===== src/rtl/plm_pkg.sv =====
// Shared types and constants of the peak-to-peak level meter.
package plm_pkg;

  localparam int unsigned SAMPLE_WIDTH = 13;
  localparam int unsigned NUM_LEVELS   = 5;
  localparam int unsigned LEVEL_WIDTH  = 7;
  localparam int unsigned PROD_WIDTH   = SAMPLE_WIDTH + LEVEL_WIDTH;
  localparam int unsigned IDX_WIDTH    = $clog2(NUM_LEVELS);
  localparam int unsigned PADDR_WIDTH  = IDX_WIDTH + 2;
  localparam int unsigned PDATA_WIDTH  = 32;

  // Full scale of the percent levels
  localparam logic [LEVEL_WIDTH-1:0] PERCENT_FULL = LEVEL_WIDTH'(100);

  // Extreme sample values, used as the cleared min/max trackers
  localparam logic signed [SAMPLE_WIDTH-1:0] SAMPLE_MAX =
    signed'({1'b0, {(SAMPLE_WIDTH-1){1'b1}}});
  localparam logic signed [SAMPLE_WIDTH-1:0] SAMPLE_MIN =
    signed'({1'b1, {(SAMPLE_WIDTH-1){1'b0}}});

  // Register indexes (byte address / 4)
  typedef enum logic [IDX_WIDTH-1:0] {
    REG_LEVEL1 = IDX_WIDTH'(0),
    REG_LEVEL2 = IDX_WIDTH'(1),
    REG_LEVEL3 = IDX_WIDTH'(2),
    REG_LEVEL4 = IDX_WIDTH'(3),
    REG_LEVEL5 = IDX_WIDTH'(4)
  } reg_idx_e;

  typedef logic [NUM_LEVELS-1:0][LEVEL_WIDTH-1:0] levels_t;

  localparam levels_t LEVEL_RESET = {
    LEVEL_WIDTH'(99), LEVEL_WIDTH'(80), LEVEL_WIDTH'(60),
    LEVEL_WIDTH'(40), LEVEL_WIDTH'(20)
  };

  typedef struct packed {
    logic signed [SAMPLE_WIDTH-1:0] sample;
    logic                           end_of_block;
  } in_req_t;

  typedef struct packed {
    logic [NUM_LEVELS-1:0]   bars;
    logic [SAMPLE_WIDTH-1:0] block_magnitude;
    logic [SAMPLE_WIDTH-1:0] peak_value;
  } out_rsp_t;

  // Block magnitude handed from the extremes stage to the bar stage
  typedef struct packed {
    logic                    valid;
    logic [SAMPLE_WIDTH-1:0] mag;
  } mag_req_t;

endpackage


===== src/rtl/plm_cfg_regs.sv =====
// APB register file holding the five bar level percentages.
module plm_cfg_regs (
  input  logic                                 clk_i,
  input  logic                                 rst_ni,
  input  logic                                 psel,
  input  logic                                 penable,
  input  logic                                 pwrite,
  input  logic [plm_pkg::PADDR_WIDTH-1:0]      paddr,
  input  logic [plm_pkg::PDATA_WIDTH-1:0]      pwdata,
  output logic [plm_pkg::PDATA_WIDTH-1:0]      prdata,
  output logic                                 pready,
  output plm_pkg::levels_t                     levels_o
);

  plm_pkg::levels_t                     levels_q, levels_d;
  plm_pkg::reg_idx_e                    idx;
  logic [plm_pkg::LEVEL_WIDTH-1:0]      rd_level;
  logic                                 wr_en;

  assign idx    = plm_pkg::reg_idx_e'(paddr[plm_pkg::PADDR_WIDTH-1:2]);
  assign wr_en  = psel && penable && pwrite;
  assign pready = 1'b1;

  // Write decode; addresses past the last level are ignored
  always_comb begin
    levels_d = levels_q;
    if (wr_en) begin
      unique case (idx)
        plm_pkg::REG_LEVEL1: levels_d[0] = pwdata[plm_pkg::LEVEL_WIDTH-1:0];
        plm_pkg::REG_LEVEL2: levels_d[1] = pwdata[plm_pkg::LEVEL_WIDTH-1:0];
        plm_pkg::REG_LEVEL3: levels_d[2] = pwdata[plm_pkg::LEVEL_WIDTH-1:0];
        plm_pkg::REG_LEVEL4: levels_d[3] = pwdata[plm_pkg::LEVEL_WIDTH-1:0];
        plm_pkg::REG_LEVEL5: levels_d[4] = pwdata[plm_pkg::LEVEL_WIDTH-1:0];
        default: ;
      endcase
    end
  end

  // Read decode
  always_comb begin
    unique case (idx)
      plm_pkg::REG_LEVEL1: rd_level = levels_q[0];
      plm_pkg::REG_LEVEL2: rd_level = levels_q[1];
      plm_pkg::REG_LEVEL3: rd_level = levels_q[2];
      plm_pkg::REG_LEVEL4: rd_level = levels_q[3];
      plm_pkg::REG_LEVEL5: rd_level = levels_q[4];
      default:             rd_level = '0;
    endcase
  end

  assign prdata   = plm_pkg::PDATA_WIDTH'(rd_level);
  assign levels_o = levels_q;

  always_ff @(posedge clk_i or negedge rst_ni) begin
    if (!rst_ni) begin
      levels_q <= plm_pkg::LEVEL_RESET;
    end else begin
      levels_q <= levels_d;
    end
  end

endmodule


===== src/rtl/plm_extremes.sv =====
// Running min/max tracking and block magnitude register.
module plm_extremes (
  input  logic              clk_i,
  input  logic              rst_ni,
  input  logic              in_valid_i,
  output logic              in_ready_o,
  input  plm_pkg::in_req_t  in_req_i,
  output plm_pkg::mag_req_t mag_o,
  input  logic              mag_ready_i
);

  logic signed [plm_pkg::SAMPLE_WIDTH-1:0] min_q, min_d, min_upd;
  logic signed [plm_pkg::SAMPLE_WIDTH-1:0] max_q, max_d, max_upd;
  logic                                    primed_q, primed_d;
  logic                                    valid_q, valid_d;
  logic [plm_pkg::SAMPLE_WIDTH-1:0]        mag_q, mag_d;
  logic                                    accept;

  // Stage is free when empty or being drained this cycle
  assign in_ready_o = !valid_q || mag_ready_i;
  assign accept     = in_valid_i && in_ready_o;

  assign min_upd = (in_req_i.sample < min_q) ? in_req_i.sample : min_q;
  assign max_upd = (in_req_i.sample > max_q) ? in_req_i.sample : max_q;

  always_comb begin
    min_d    = min_q;
    max_d    = max_q;
    primed_d = primed_q;
    mag_d    = mag_q;
    valid_d  = valid_q && !mag_ready_i;
    if (accept) begin
      min_d = min_upd;
      max_d = max_upd;
      if (in_req_i.end_of_block) begin
        // Close the block: clear trackers, first block only primes
        min_d    = plm_pkg::SAMPLE_MAX;
        max_d    = plm_pkg::SAMPLE_MIN;
        primed_d = 1'b1;
        mag_d    = unsigned'(max_upd - min_upd);
        valid_d  = primed_q;
      end
    end
  end

  assign mag_o.valid = valid_q;
  assign mag_o.mag   = mag_q;

  always_ff @(posedge clk_i or negedge rst_ni) begin
    if (!rst_ni) begin
      min_q    <= plm_pkg::SAMPLE_MAX;
      max_q    <= plm_pkg::SAMPLE_MIN;
      primed_q <= 1'b0;
      valid_q  <= 1'b0;
      mag_q    <= '0;
    end else begin
      min_q    <= min_d;
      max_q    <= max_d;
      primed_q <= primed_d;
      valid_q  <= valid_d;
      mag_q    <= mag_d;
    end
  end

endmodule


===== src/rtl/plm_bars.sv =====
// Peak update, percent comparisons and result register.
module plm_bars (
  input  logic               clk_i,
  input  logic               rst_ni,
  input  plm_pkg::mag_req_t  mag_i,
  output logic               mag_ready_o,
  input  plm_pkg::levels_t   levels_i,
  output logic               out_valid_o,
  input  logic               out_ready_i,
  output plm_pkg::out_rsp_t  out_rsp_o
);

  logic [plm_pkg::SAMPLE_WIDTH-1:0] peak_q, peak_new;
  logic [plm_pkg::PROD_WIDTH-1:0]   mag_scaled;
  logic [plm_pkg::NUM_LEVELS-1:0]   bars;
  logic                             valid_q, valid_d;
  plm_pkg::out_rsp_t                rsp_q, rsp_d;
  logic                             take;

  assign mag_ready_o = !valid_q || out_ready_i;
  assign take        = mag_i.valid && mag_ready_o;

  assign peak_new   = (mag_i.mag > peak_q) ? mag_i.mag : peak_q;
  assign mag_scaled = plm_pkg::PROD_WIDTH'(mag_i.mag) *
                      plm_pkg::PROD_WIDTH'(plm_pkg::PERCENT_FULL);

  // One comparison per bar: mag*100 > level*peak
  always_comb begin
    for (int k = 0; k < plm_pkg::NUM_LEVELS; k++) begin
      bars[k] = mag_scaled > (plm_pkg::PROD_WIDTH'(levels_i[k]) *
                              plm_pkg::PROD_WIDTH'(peak_new));
    end
  end

  always_comb begin
    rsp_d   = rsp_q;
    valid_d = valid_q && !out_ready_i;
    if (take) begin
      valid_d               = 1'b1;
      rsp_d.bars            = bars;
      rsp_d.block_magnitude = mag_i.mag;
      rsp_d.peak_value      = peak_new;
    end
  end

  assign out_valid_o = valid_q;
  assign out_rsp_o   = rsp_q;

  always_ff @(posedge clk_i or negedge rst_ni) begin
    if (!rst_ni) begin
      peak_q  <= '0;
      valid_q <= 1'b0;
    end else begin
      valid_q <= valid_d;
      if (take) begin
        peak_q <= peak_new;
      end
    end
  end

  // Result payload
  always_ff @(posedge clk_i) begin
    rsp_q <= rsp_d;
  end

endmodule


===== src/rtl/block_peak_to_peak_level_meter.sv =====
// A closing sample's magnitude is registered in u_ext, then the result in u_bars.
// Throughput: one sample per cycle unless the result side stalls; min/max compare
// and peak/bar stages are each one register deep; either side may stall freely.
// Reset (async, active low): levels 20/40/60/80/99, trackers cleared, peak 0,
// first block after reset is discarded.
module block_peak_to_peak_level_meter (
  input  logic                            clk_i,
  input  logic                            rst_ni,
  input  logic                            in_valid_i,
  output logic                            in_ready_o,
  input  plm_pkg::in_req_t                in_req_i,
  output logic                            out_valid_o,
  input  logic                            out_ready_i,
  output plm_pkg::out_rsp_t               out_rsp_o,
  input  logic                            psel,
  input  logic                            penable,
  input  logic                            pwrite,
  input  logic [plm_pkg::PADDR_WIDTH-1:0] paddr,
  input  logic [plm_pkg::PDATA_WIDTH-1:0] pwdata,
  output logic [plm_pkg::PDATA_WIDTH-1:0] prdata,
  output logic                            pready
);

  plm_pkg::levels_t  levels;
  plm_pkg::mag_req_t mag;
  logic              mag_ready;

  plm_cfg_regs u_cfg (
    .clk_i    (clk_i),
    .rst_ni   (rst_ni),
    .psel     (psel),
    .penable  (penable),
    .pwrite   (pwrite),
    .paddr    (paddr),
    .pwdata   (pwdata),
    .prdata   (prdata),
    .pready   (pready),
    .levels_o (levels)
  );

  plm_extremes u_ext (
    .clk_i       (clk_i),
    .rst_ni      (rst_ni),
    .in_valid_i  (in_valid_i),
    .in_ready_o  (in_ready_o),
    .in_req_i    (in_req_i),
    .mag_o       (mag),
    .mag_ready_i (mag_ready)
  );

  plm_bars u_bars (
    .clk_i       (clk_i),
    .rst_ni      (rst_ni),
    .mag_i       (mag),
    .mag_ready_o (mag_ready),
    .levels_i    (levels),
    .out_valid_o (out_valid_o),
    .out_ready_i (out_ready_i),
    .out_rsp_o   (out_rsp_o)
  );

endmodule


===== config.mk =====
export PLATFORM = sky130hd
export DESIGN_NAME = block_peak_to_peak_level_meter
export DESIGN_NICKNAME = d
export VERILOG_FILES = /design/src/rtl/plm_pkg.sv /design/src/rtl/plm_cfg_regs.sv /design/src/rtl/plm_extremes.sv /design/src/rtl/plm_bars.sv /design/src/rtl/block_peak_to_peak_level_meter.sv
export SDC_FILE = /design/constraint.sdc
export NUM_CORES = 1
export LEC_CHECK = 0
export BUFFER_PORTS_ARGS = -buffer_cell sky130_fd_sc_hd__buf_2
export CAP_MARGIN = 10
export CORE_MARGIN = 2
export CORE_UTILIZATION = 59
export DETAILED_ROUTE_END_ITERATION = 7
export PLACE_DENSITY = 0.8
export SLEW_MARGIN = 10
export SYNTH_ARGS = -nofsm -noshare
export SYNTH_HDL_FRONTEND = slang
export SYNTH_SLANG_ARGS = --single-unit
export TNS_END_PERCENT = 30

===== constraint.sdc =====
create_clock -name clk_i -period 7.9 [get_ports clk_i]
set_clock_uncertainty 0.05 [all_clocks]
set_input_delay 1.58 -clock clk_i [delete_from_list [all_inputs] [get_ports clk_i]]
set_output_delay 1.58 -clock clk_i [all_outputs]
set_load 0.01 [all_outputs]

=== Word-level counts from Yosys, hierarchy flattened ===
Cells that the tools add are included.

* Logic and storage cells: 62
* Output and inout port bits: 66
* Input port bits: 58
* Bits in registers: 121

* Magnitude comparators: 8
* Multiplexer cells: 9
* Equality and inequality tests: 4
* Add/subtract/negate cells: 1
* Multiply operators: 6
* Reduce and logical (&&, ||, !) cells: 19

{| class="wikitable"
|+ Operators by type and width
! kind !! count
|-
| $gt 20x20->1 || 5
|-
| $mul 7x13->20 || 5
|-
| $mux 13 || 5
|-
| $pmux 7 s5 || 1
|-
| $gt 13x13->1 || 2
|-
| $mul 13x5->18 const B || 1
|-
| $lt 13x13->1 || 1
|-
| $sub 13x13->13 || 1
|-
| $reduce_and 2->1 || 6
|-
| $eq 3x2->1 const B || 2
|-
| $logic_and 1x1->1 || 6
|-
| $logic_not 1->1 || 4
|-
| $eq 3x1->1 const B || 1
|-
| $eq 3x3->1 const B || 1
|-
| $logic_not 3->1 || 1
|-
| $mux 1 || 3
|-
| $logic_or 1x1->1 || 2
|}

=== Longest topological paths before layout ===
Gate-level depths: netlist (run 1).

* Depth after elaboration: 6
* Gate-level depth with buffers: 39
* Gate-level depth less buffers: 36

=== Cells and area by module ===
Synthesis (run 1) repeated with hierarchy kept, for this count alone.

* Cell total of the unflattened synthesis: 2675
* Area total of the unflattened synthesis: 24330.8 µm²

{| class="wikitable"
|+ By module, submodules not included
! module !! cells an instance !! instances !! seq. area each (µm²) !! area an instance (µm²)
|-
| plm_bars || 2210 || 1 || 1281.2 || 19561.3
|-
| plm_extremes || 321 || 1 || 1042.2 || 2871.5
|-
| plm_cfg_regs || 144 || 1 || 893.4 || 1898.1
|}

=== Worst setup path after synthesis (run 1) ===
OpenSTA, ideal clock, no wires.

* Kind: register -> register
* Start: register u_ext.mag_q[1] (netlist bit)
* End: register u_bars.rsp_q (netlist bit u_bars.out_rsp_o[30]) (data pin)
* Arrival time: 7627 ps
* Cell stages (with the launch flop): 38
* Slack: -32 ps
* Data required time: 7595 ps
* Path buffers: 2
* Clock period less this slack: 7932 ps
* Setup time: 255 ps
* Cell sequence: dfrtp_1 ha_1 nor2b_1 o21a_1 o21a_1 o21a_1 o21bai_4 a21o_1 buf_6 mux2_4 buf_2 and2_1 fa_1 inv_1 fa_1 inv_1 fa_1 inv_1 [2 not listed] ha_1 a21oi_1 nand4b_1 o211ai_1 o31ai_1 a221o_1 o21bai_1 a21oi_1 xor2_1 ha_1 a21o_1 a21o_1 a21oi_1 o21ai_0 a2111oi_0 o21ai_0 o221ai_1 o21ba_2

* Word-level cells in the longest chain between the ends: 4
* Elaborated cells on any way between the ends: 5
* Classes of those cells: mul: 2; order compare: 2; mux: 1

{| class="wikitable"
|+ RTL lines
! item !! line !! text
|-
| start: declaration || plm_extremes.sv:16 || <nowiki>logic [plm_pkg::SAMPLE_WIDTH-1:0] mag_q, mag_d;</nowiki>
|-
| start signal: assignment || plm_extremes.sv:61 || <nowiki>mag_q <= mag_d;</nowiki>
|-
| $gt 13x13->1 || plm_bars.sv:23 || <nowiki>assign peak_new = (mag_i.mag > peak_q) ? mag_i.mag : peak_q;</nowiki>
|-
| $mux 13 || plm_bars.sv:23 ||
|-
| $mul 7x13->20 || plm_bars.sv:30 || <nowiki>bars[k] = mag_scaled > (plm_pkg::PROD_WIDTH'(levels_i[k]) *</nowiki>
|-
| $gt 20x20->1 (*) || plm_bars.sv:30 ||
|-
| net u_bars.bars (one bit) || plm_bars.sv:15 || <nowiki>logic [plm_pkg::NUM_LEVELS-1:0] bars;</nowiki>
|-
| end signal: assignment || plm_bars.sv:63 || <nowiki>rsp_q <= rsp_d;</nowiki>
|-
| end: declaration || plm_bars.sv:17 || <nowiki>plm_pkg::out_rsp_t rsp_q, rsp_d;</nowiki>
|}

Mark *: on every way through the listed nets, which the timed path passes. The rest lies on a longest branch.
A chain may end at the register's enable or synchronous reset.

=== Worst setup path in the final report (run 1) ===
Same ends and word-level chain as after synthesis.

==> results of run 1 <==
==> how the worst max path moves through the flow <==
stage | end | from
2_1_floorplan | u_bars.out_rsp_o[30]$_DFFE_PP_ | u_ext.mag_q[1]$_DFFE_PN0P_
3_3_place_gp | u_bars.out_rsp_o[27]$_DFFE_PP_ | u_ext.mag_q[1]$_DFFE_PN0P_
3_5_place_dp | u_bars.out_rsp_o[27]$_DFFE_PP_ | u_ext.mag_q[10]$_DFFE_PN0P_
4_1_cts | u_bars.out_rsp_o[30]$_DFFE_PP_ | u_ext.mag_q[1]$_DFFE_PN0P_
5_1_grt | u_bars.out_rsp_o[30]$_DFFE_PP_ | u_bars.peak_q[6]$_DFFE_PN0P_
6_report | u_bars.out_rsp_o[30]$_DFFE_PP_ | u_ext.mag_q[1]$_DFFE_PN0P_
==> logic make-up after synthesis <==
group                    after synthesis  synth area share, %
buffers and inverters                569                 9.61
adder cells (fa/ha/maj)              653                 41.2
AND/OR/NAND/NOR                      769                 16.7
AO/OA/AOI/OAI                        470                 12.5
flip-flops                           121                 12.9
XOR/XNOR                              95                 3.34
other                                  2               0.0301
multiplexers                          78                 3.82
==> stage by stage <==
stage | util [%] | TNS (ns) | area, um^2 | instances
2_1_floorplan | - | 0 | 25000 | 2781
3_3_place_gp | 64.9 | -1.28 | 27100 | 3479
3_5_place_dp | 64.9 | -1.58 | 27100 | 3479
4_1_cts | 67.7 | -0.251 | 28300 | 3530
5_1_grt | 68.8 | -2.01 | 28800 | 3550
6_report | 68.8 | -0.475 | 28800 | 3550
==> critical path: cells and delay by family (launching register included) <==
kind	cells	cell delay (ns)
XOR/XNOR	1	0.15
AND/OR/NAND/NOR	6	0.88
buffers and inverters	7	0.95
flip-flops	1	0.43
multiplexers	1	0.32
AO/OA/AOI/OAI	12	2.18
adder cells (fa/ha/maj)	7	2.81
==> cell type report <==
type                            count  area [um^2]
Multi-Input combinational cell   2091        20000
Fill cell                        3119        13100
Sequential cell                   121         3220
Timing Repair Buffer              329         2610
Inverter                          438         1640
Tap cell                          539          674
Clock buffer                       20          468
Clock inverter                     12          148
==> per-layer routing <==
layer,vias up,track usage (%),wire (um)
met4,2,16.6,3550
met1,10616,42.6,28400
met2,944,55.8,34300
li1,9570,-,-
met3,247,6.81,6360
met5,-,0,12
==> flip-flops by register name (all words and copies together), names as in the netlist, 13 cells and up <==
name              cells
u_cfg.levels_o       35
u_bars.out_rsp_o     31
u_bars.peak_q        13
u_ext.mag_q          13
u_ext.max_q          13
u_ext.min_q          13
==> layout by cell type (no fill, tap or decap), types with 69 or more instances in the layout <==
cell type | Yosys | routed
inv_1 | 438 | 429
ha_1 | 374 | 358
and2_1 | 302 | 294
fa_1 | 279 | 277
buf_4 | 28 | 230
nand2_1 | 180 | 180
a21oi_1 | 106 | 91
o21ai_0 | 94 | 86
nor2_1 | 81 | 80
a21o_1 | 72 | 71
buf_2 | 22 | 69
==> what timing repair did <==
action / in CTS / in global routing
gates resized for setup: 70 / 55
cloned: 2 / 0
buffers inserted: 18 / 21
hold endpoints to repair: 0 / 0
endpoints found under the setup margin: 5 / 5
pin swaps: 47 / 84
==> run summary, run 1 <==
most common cell in the synthesized netlist - inv_1
routed wire length - 72.6 mm
Async SR Flop Fraction - 74.4%
violated checks - setup timing
initial core utilization - 59.6%
Hold Path End - u_ext.primed_q$_DFFE_PN0P_
# IOs - 124
pin count of the biggest net entering global routing - 49
worst reg2reg path depth - 34
initial antenna violation count - 4
mapped cell area - 24900 um^2
row cnt - 75
GRT overflow - 0
crit start category - flop
endpoint type of the worst setup path - flop
post-synth top area share - 22.4%
slowest stage delay, CP - 0.52 ns
initial drt markers - 1721
slew margin rel. - 17.8%
fin worst setup slack - -0.147 ns
First-pass DRT Iterations - 5
Period minus WS final - 8.05 ns
Max FO, Critical Path - 11
HP Class - reg2reg
max_cap viols - 0
synth top area cells - fa_1, ha_1, and2_1
highest clock rate - 124 MHz
final hold slack - 0.389 ns
Layout Area Growth over Synthesis - 15.5%
Via density - 6.02
final setup fails - 5
clock buffer depth - 2
worst r2r src - u_ext.mag_q[1]$_DFFE_PN0P_
register bit total from synthesis - 121
core area - 41900 um^2
vias in the first global route - 22780
commonest cells in the netlist - inv_1, ha_1, and2_1
# H-tree levels - 4
status - complete, but fails checks
Worst Path Required - 8.09 ns
die height - 210 um
fraction of layout cells with a size suffix above 1 - 19.0%
first-pass GRT wire length - 116 mm
Die ar. - 43900 um^2
Tot GR Track Use - 33.8%
hold buffer count at CTS - 0
final worst-path cycle share - 102%
Root Buffer - clkbuf_16
hpwl dp - 54.3 mm
Top FF cell, synth - dfrtp_1
vias - 21379
Ant. Diodes - 0
syn_area_per_cell - 9.04 um^2
HP Start - u_ext.primed_q$_DFFE_PN0P_
hold path depth - 2
dpl ws - -0.502 ns
Port Buf Inserts - 70
Worst path slowest cell - fa_1
drt drc - 0
Post-DRT Antenna Nets - 0
Worst Max-Slew Pin Slew - 1.23 ns
sequential fraction of the synthesis area - 12.9%
Sink Count - 121
clock latency on the worst-skew pair - 0.48 ns
crit path kind - reg2reg
Post-layout nets - 3709
TritonCTS Buffers - 17
CP arrival - 8.24 ns
reg2reg setup slack - -0.15 ns
unrepaired setup endpoints after global routing - true
Reg clk slew, reported paths - 0.07 ns
warnings from Yosys - 0
Hold Violations, Final - 0
Slew Limit Fails - 0
Final Wtd Congestion - 0.952
drt wl/cell - 20.5 um
Die Span X - 210 um
Post-Synthesis Cells - 2757
Netlist cell types - 79
post-synth top area cell - fa_1
r2r endpoint - u_bars.out_rsp_o[30]$_DFFE_PP_
CTS tree - done
number of synthesized flops with an enable pin - 31
Power of run 1 is left out: the tool's default activity adds up to more than one toggle a clock period on the data nets, which glitch-free logic cannot reach.
==> inputs of run 2 (changes only) <==
- RECOVER_POWER: unset -> 100
==> run 2 against run 1 <==
Effect of this change: the flow finishes with violations (capacitance limit, slew limit, setup timing); non-clock buffer count stayed put; critical path depth stayed put; die area stayed put; cell count stayed put; via count hardly changed; maximum frequency hardly changed; design area is 0.20% lower; clock-buffer cell count stayed put; worst hold slack hardly changed; utilization is 0.13 points lower; register-to-register slack hardly changed; flip-flop and latch count stayed put.
==> run summary, run 2 (synthesized netlist as in run 1, its figures left out) <==
Worst setup startpoint - u_ext.mag_q[1]$_DFFE_PN0P_
die height - 210 um (unchanged)
pin count of the biggest net entering global routing - 49 (unchanged)
gr busiest metal - met2
Post-DRT Antenna Nets - 0 (unchanged)
initial core utilization - 59.6% (unchanged)
fin worst setup slack - -0.141 ns (+0.00563 ns)
Worst Max-Slew Pin Slew - 2.75 ns (+1.52 ns)
final setup fails - 5 (unchanged)
status - complete, but fails checks
hold buffer count at CTS - 0 (unchanged)
violated checks - capacitance limit, slew limit, setup timing
vias in the first global route - 22780 (unchanged)
initial drt markers - 1661 (-3.5%)
utilization after layout - 68.6% (-0.13 points)
core area - 41900 um^2 (unchanged)
met1 global-route usage - 42.6% (unchanged)
Ant. Diodes - 0 (unchanged)
TritonCTS Buffers - 17 (unchanged)
Port Buf Inserts - 70 (unchanged)
endpoint type of the worst setup path - flop
CP arrival - 8.24 ns (about the same)
Tot GR Track Use - 33.8% (unchanged)
Max FO, Critical Path - 11 (unchanged)
vias - 21372 (-0.033%)
slowest stage delay, CP - 0.52 ns (about the same)
unrepaired setup endpoints after global routing - true
Worst Path Required - 8.09 ns (about the same)
Root Buffer - clkbuf_16
HP Class - reg2reg
clock latency on the worst-skew pair - 0.48 ns (about the same)
Worst Path Buf+Inv - 7 (unchanged)
Period minus WS final - 8.04 ns (-0.00563 ns)
highest clock rate - 124 MHz (about the same)
Slew Limit Fails - 93 (+93)
row cnt - 75 (unchanged)
CTS tree - done
HP Start - u_ext.primed_q$_DFFE_PN0P_
slew margin rel. - -83.4% (-100 points)
crit start category - flop
Post-DP Area - 27100 um^2 (unchanged)
max reg flops - 35 (unchanged)
Via density - 6.02 (about the same)
Hold Violations, Final - 0 (unchanged)
M3 GR Usage - 6.81% (unchanged)
fraction of layout cells with a size suffix above 1 - 18.5% (-0.50 points)
first-pass GRT wire length - 116 mm (unchanged)
initial antenna violation count - 5 (+1)
final worst-path cycle share - 102% (about the same)
commonest cells after routing, fill and taps aside - inv_1, ha_1, and2_1
Final Wtd Congestion - 0.952 (unchanged)
Layout Area Growth over Synthesis - 15.2%
drt wl/cell - 20.5 um (about the same)
Die ar. - 43900 um^2 (unchanged)
Post-layout nets - 3709 (unchanged)
First-pass DRT Iterations - 6 (+1)
Die Span X - 210 um (unchanged)
Final Cell Area - 28700 um^2 (-0.20%)
worst r2r src - u_ext.mag_q[1]$_DFFE_PN0P_
Reg clk slew, reported paths - 0.07 ns (about the same)
crit path kind - reg2reg
Fillers - 3137 (+0.58%)
routed wire length - 72.7 mm (about the same)
max_cap viols - 2 (+2)
GR Util met2 - 55.8% (unchanged)
clock buffer depth - 2 (unchanged)
# IOs - 124 (unchanged)
hpwl dp - 54.3 mm (unchanged)
# H-tree levels - 4 (unchanged)
commonest non-fill, non-tap cell in the layout - inv_1
drt drc - 0 (unchanged)
Crit path max-delay family - adder cells
Worst path slowest cell - fa_1
Sink Count - 121 (unchanged)
GRT overflow - 0 (unchanged)
[run 2: path summary, 6_finish.rpt]
path	slack [ns]	depth (start not counted)	endpoint
setup reg to reg	-0.14	34	u_bars.out_rsp_o[30]$_DFFE_PP_
max in group asynchronous	2.33	2	u_ext.mag_q[1]$_DFFE_PN0P_
hold / removal	0.39	2	u_ext.primed_q$_DFFE_PN0P_
min in group asynchronous	1.77	1	u_ext.max_q[8]$_DFFE_PN0P_
hold reg to reg	0.39	2	u_ext.primed_q$_DFFE_PN0P_
setup / recovery	-0.14	34	u_bars.out_rsp_o[30]$_DFFE_PP_
[run 2: what timing repair did]
action | CTS | global route
pin swaps | 47 | 84
endpoints found under the setup margin | 5 | 5
cloned | 2 | 0
gates resized for setup | 70 | 55
buffers inserted | 18 | 21
[run 2: worst reg2reg max path: cells and delay by family, from the launching register on]
family / cells / cell delay, ns
xor+xnor: 1 / 0.16
buf+inv: 7 / 0.95
compound gates: 12 / 2.18
flops: 1 / 0.43
simple gates: 6 / 0.87
fa+ha+maj: 7 / 2.83
mux: 1 / 0.32
[run 2: cell type report]
class                           count  area (um^2)  area share [%]
Multi-Input combinational cell   2091        20000            69.7
Sequential cell                   121         3220            11.2
Timing Repair Buffer              329         2550            8.88
Inverter                          438         1640            5.72
Tap cell                          539          674            2.35
Clock buffer                       20          468            1.63
Clock inverter                     12          148           0.514
[run 2: through the flow]
step	instances	setup TNS (ns)	hold WS [ns]	worst slack, ns
2_1_floorplan	2781	0	0.361	0.0408
3_3_place_gp	3479	-1.28	0.375	-0.461
3_5_place_dp	3479	-1.58	0.377	-0.502
4_1_cts	3530	-0.251	0.391	-0.0586
5_1_grt	3550	-2.01	0.429	-0.429
6_report	3550	-0.467	0.389	-0.141
[run 2: metal layers]
layer,vias to the layer above,share of wire (%)
met5,-,0.017
met4,2,4.9
met3,256,8.9
met2,939,47
met1,10607,39
li1,9568,-
Power of run 2 is left out for the same reason.
==> inputs of run 3 (changes only) <==
- ABC_AREA: unset -> 1
==> run 3 against run 2 <==
Effect of this change: the run now ends clean; utilization decreased by 5.1 points; setup slack improved by 0.51 ns; first-iteration DRC count decreased by 3.1%; critical path type unchanged; worst hold slack improved by 0.034 ns; highest routed layer unchanged; critical endpoint unchanged; clock-buffer cell count unchanged; sequential share of layout area increased by 1.5 points.
==> run summary, run 3 <==
HP Class - reg2reg
Tot GR Track Use - 32.4% (-1.4 points)
unrepaired setup endpoints after global routing - true
Simple-Gate Fraction of Synth Area - 16.6% (-0.085 points)
slowest stage delay, CP - 0.60 ns (+0.08 ns)
Netlist cell types - 55 (-30%)
vias in the first global route - 21183 (-7.0%)
Hold Violations, Final - 0 (unchanged)
mapped cell area - 23700 um^2 (-4.9%)
Worst path slowest cell - o21ai_4
Post-layout nets - 3746 (+1.0%)
Die Span X - 204 um (-2.4%)
Layout Area Growth over Synthesis - 6.43%
hpwl dp - 50.2 mm (-7.5%)
initial core utilization - 59.7% (+0.12 points)
Worst Max-Slew Pin Slew - 0.963 ns (-1.79 ns)
endpoint type of the worst setup path - flop
clock buffer depth - 2 (unchanged)
warnings from Yosys - 0 (unchanged)
fraction of layout cells with a size suffix above 1 - 8.10% (-10 points)
Sink Count - 121 (unchanged)
final worst-path cycle share - 95.4% (-6.4 points)
# IOs - 124 (unchanged)
initial antenna violation count - 1 (-4)
post-route insts no fill - 3574 (+0.68%)
max reg flops - 35 (unchanged)
CP dominant cell by count - a21oi_1
routed wire length - 65.3 mm (-10%)
slew margin rel. - 35.8% (+120 points)
vias - 20590 (-3.7%)
Post-Synthesis Cells - 2973 (+7.8%)
commonest non-fill, non-tap cell in the layout - inv_1
compound-gate portion of the synthesized area - 10.7% (-1.8 points)
Max FO, Critical Path - 13 (+2)
reg2reg setup slack - 0.37 ns (+0.51 ns)
syn_area_per_cell - 7.98 um^2 (-12%)
crit start category - flop
Async SR Flop Fraction - 74.4% (unchanged)
GRT overflow - 0 (unchanged)
status - completed
die height - 204 um (-2.4%)
first-pass GRT wire length - 106 mm (-9.2%)
synth top area cells - fa_1, ha_1, inv_1
max_cap viols - 0 (-2)
Via density - 5.76 (-4.3%)
HP Start - u_ext.primed_q$_DFFE_PN0P_
hold buffer count at CTS - 0 (unchanged)
pin count of the biggest net entering global routing - 71 (+45%)
Post-DRT Antenna Nets - 0 (unchanged)
Synth Area in XOR/XNOR - 3.77% (+0.43 points)
post-synth top area share - 23.6% (+1.1 points)
register bit total from synthesis - 121 (unchanged)
worst reg2reg path depth - 33 (-2.9%)
clock latency on the worst-skew pair - 0.46 ns (-0.02 ns)
row cnt - 73 (-2.7%)
drt drc - 0 (unchanged)
CP Capture Point - u_bars.out_rsp_o[30]$_DFFE_PP_
Top FF cell, synth - dfrtp_1
r2r endpoint - u_bars.out_rsp_o[30]$_DFFE_PP_
Period minus WS final - 7.53 ns (-0.507 ns)
final setup fails - 0 (-5)
final hold slack - 0.423 ns (+0.0339 ns)
main combinational cell family by area after synthesis - adder cells
First-pass DRT Iterations - 7 (+1)
Reg clk slew, reported paths - 0.06 ns (about the same)
CTS tree - done
initial drt markers - 1610 (-3.1%)
Placed Cells - 3540 (+1.8%)
Fillers - 3315 (+5.7%)
Worst setup startpoint - u_bars.peak_q[8]$_DFFE_PN0P_
worst r2r src - u_bars.peak_q[8]$_DFFE_PN0P_
post-synth top area cell - fa_1
Die ar. - 41800 um^2 (-4.8%)
highest clock rate - 133 MHz (+6.7%)
core area - 39700 um^2 (-5.1%)
Worst Path Required - 8.10 ns (about the same)
Slew Limit Fails - 0 (-100%)
# H-tree levels - 4 (unchanged)
Final Wtd Congestion - 0.935 (-1.8%)
most common cell in the synthesized netlist - inv_1
TritonCTS Buffers - 17 (unchanged)
commonest cells after routing, fill and taps aside - inv_1, nand2_1, nor2_1
drt wl/cell - 18.3 um (-11%)
Port Buf Inserts - 70 (unchanged)
number of synthesized flops with an enable pin - 31 (unchanged)
commonest cells in the netlist - inv_1, nand2_1, nor2_1
crit path kind - reg2reg
utilization after layout - 63.5% (-5.1 points)
post-synthesis mux area share - 0% (-3.8 points)
CP arrival - 7.74 ns (-0.50 ns)
sequential fraction of the synthesis area - 13.6% (+0.66 points)
Adder-Cell Fraction of Synth Area - 43.3% (+2.1 points)
Root Buffer - clkbuf_16
run 3: per-layer routing:
metal	wire, um	vias to the layer above	GRT usage, %
li1	-	9481	-
met1	24200	9843	38.1
met2	30300	948	53.1
met3	5870	316	7.59
met4	4930	2	21.6
met5	19	-	0
run 3: layout make-up:
type,count,area [um^2],share of cell area [%]
Antenna cell,1,2.50,0.00992
Clock buffer,20,458,1.81
Clock inverter,12,139,0.550
Inverter,575,2160,8.55
Multi-Input combinational cell,2190,17800,70.4
Sequential cell,121,3220,12.7
Tap cell,525,657,2.60
Timing Repair Buffer,130,831,3.29
run 3: cells by family (layout without fill, tap and decap cells):
family	count (synthesis)	in the layout
DFF	121	121
other	2	27
adders and majority gates	653	653
xor gates and xnor gates	102	102
and+or+nand+nor	967	967
AOI/OAI and AO/OA	442	442
buffers and inverters	686	737
run 3: worst min path at each step:
stage / endpoint / slack (ns) / cells after the start
floorplan: u_ext.primed_q$_DFFE_PN0P_ / 0.37 / 2
global placement: u_ext.primed_q$_DFFE_PN0P_ / 0.38 / 2
detailed placement: u_ext.primed_q$_DFFE_PN0P_ / 0.41 / 2
CTS: u_ext.primed_q$_DFFE_PN0P_ / 0.43 / 2
global route: u_bars.peak_q[7]$_DFFE_PN0P_ / 0.46 / 2
finish: u_ext.primed_q$_DFFE_PN0P_ / 0.42 / 2
run 3: what timing repair did:
item / CTS / global route
setup buffers: 0 / 1
gates resized for setup: 0 / 10
setup endpoints to repair: 0 / 5
run 3: stage by stage:
| stage | instance area [um^2] | worst slack, ns | TNS [ns] |
|---|---|---|---|
| CTS | 25200 | 0.161 | 0 |
| floorplan | 23800 | 1.03 | 0 |
| finish | 25200 | 0.366 | 0 |
| global route | 25200 | -0.0898 | -0.109 |
| detailed placement | 24600 | 0.200 | 0 |
| global placement | 24600 | 0.249 | 0 |
run 3: critical path: cells and delay by family, from the launching register on:
family | cells | cell delay, ns
simple gates | 7 | 0.74
xor+xnor | 1 | 0.16
buf+inv | 6 | 0.50
fa+ha+maj | 7 | 2.93
flops | 1 | 0.37
compound gates | 12 | 2.57
Power of run 3 is left out for the same reason.
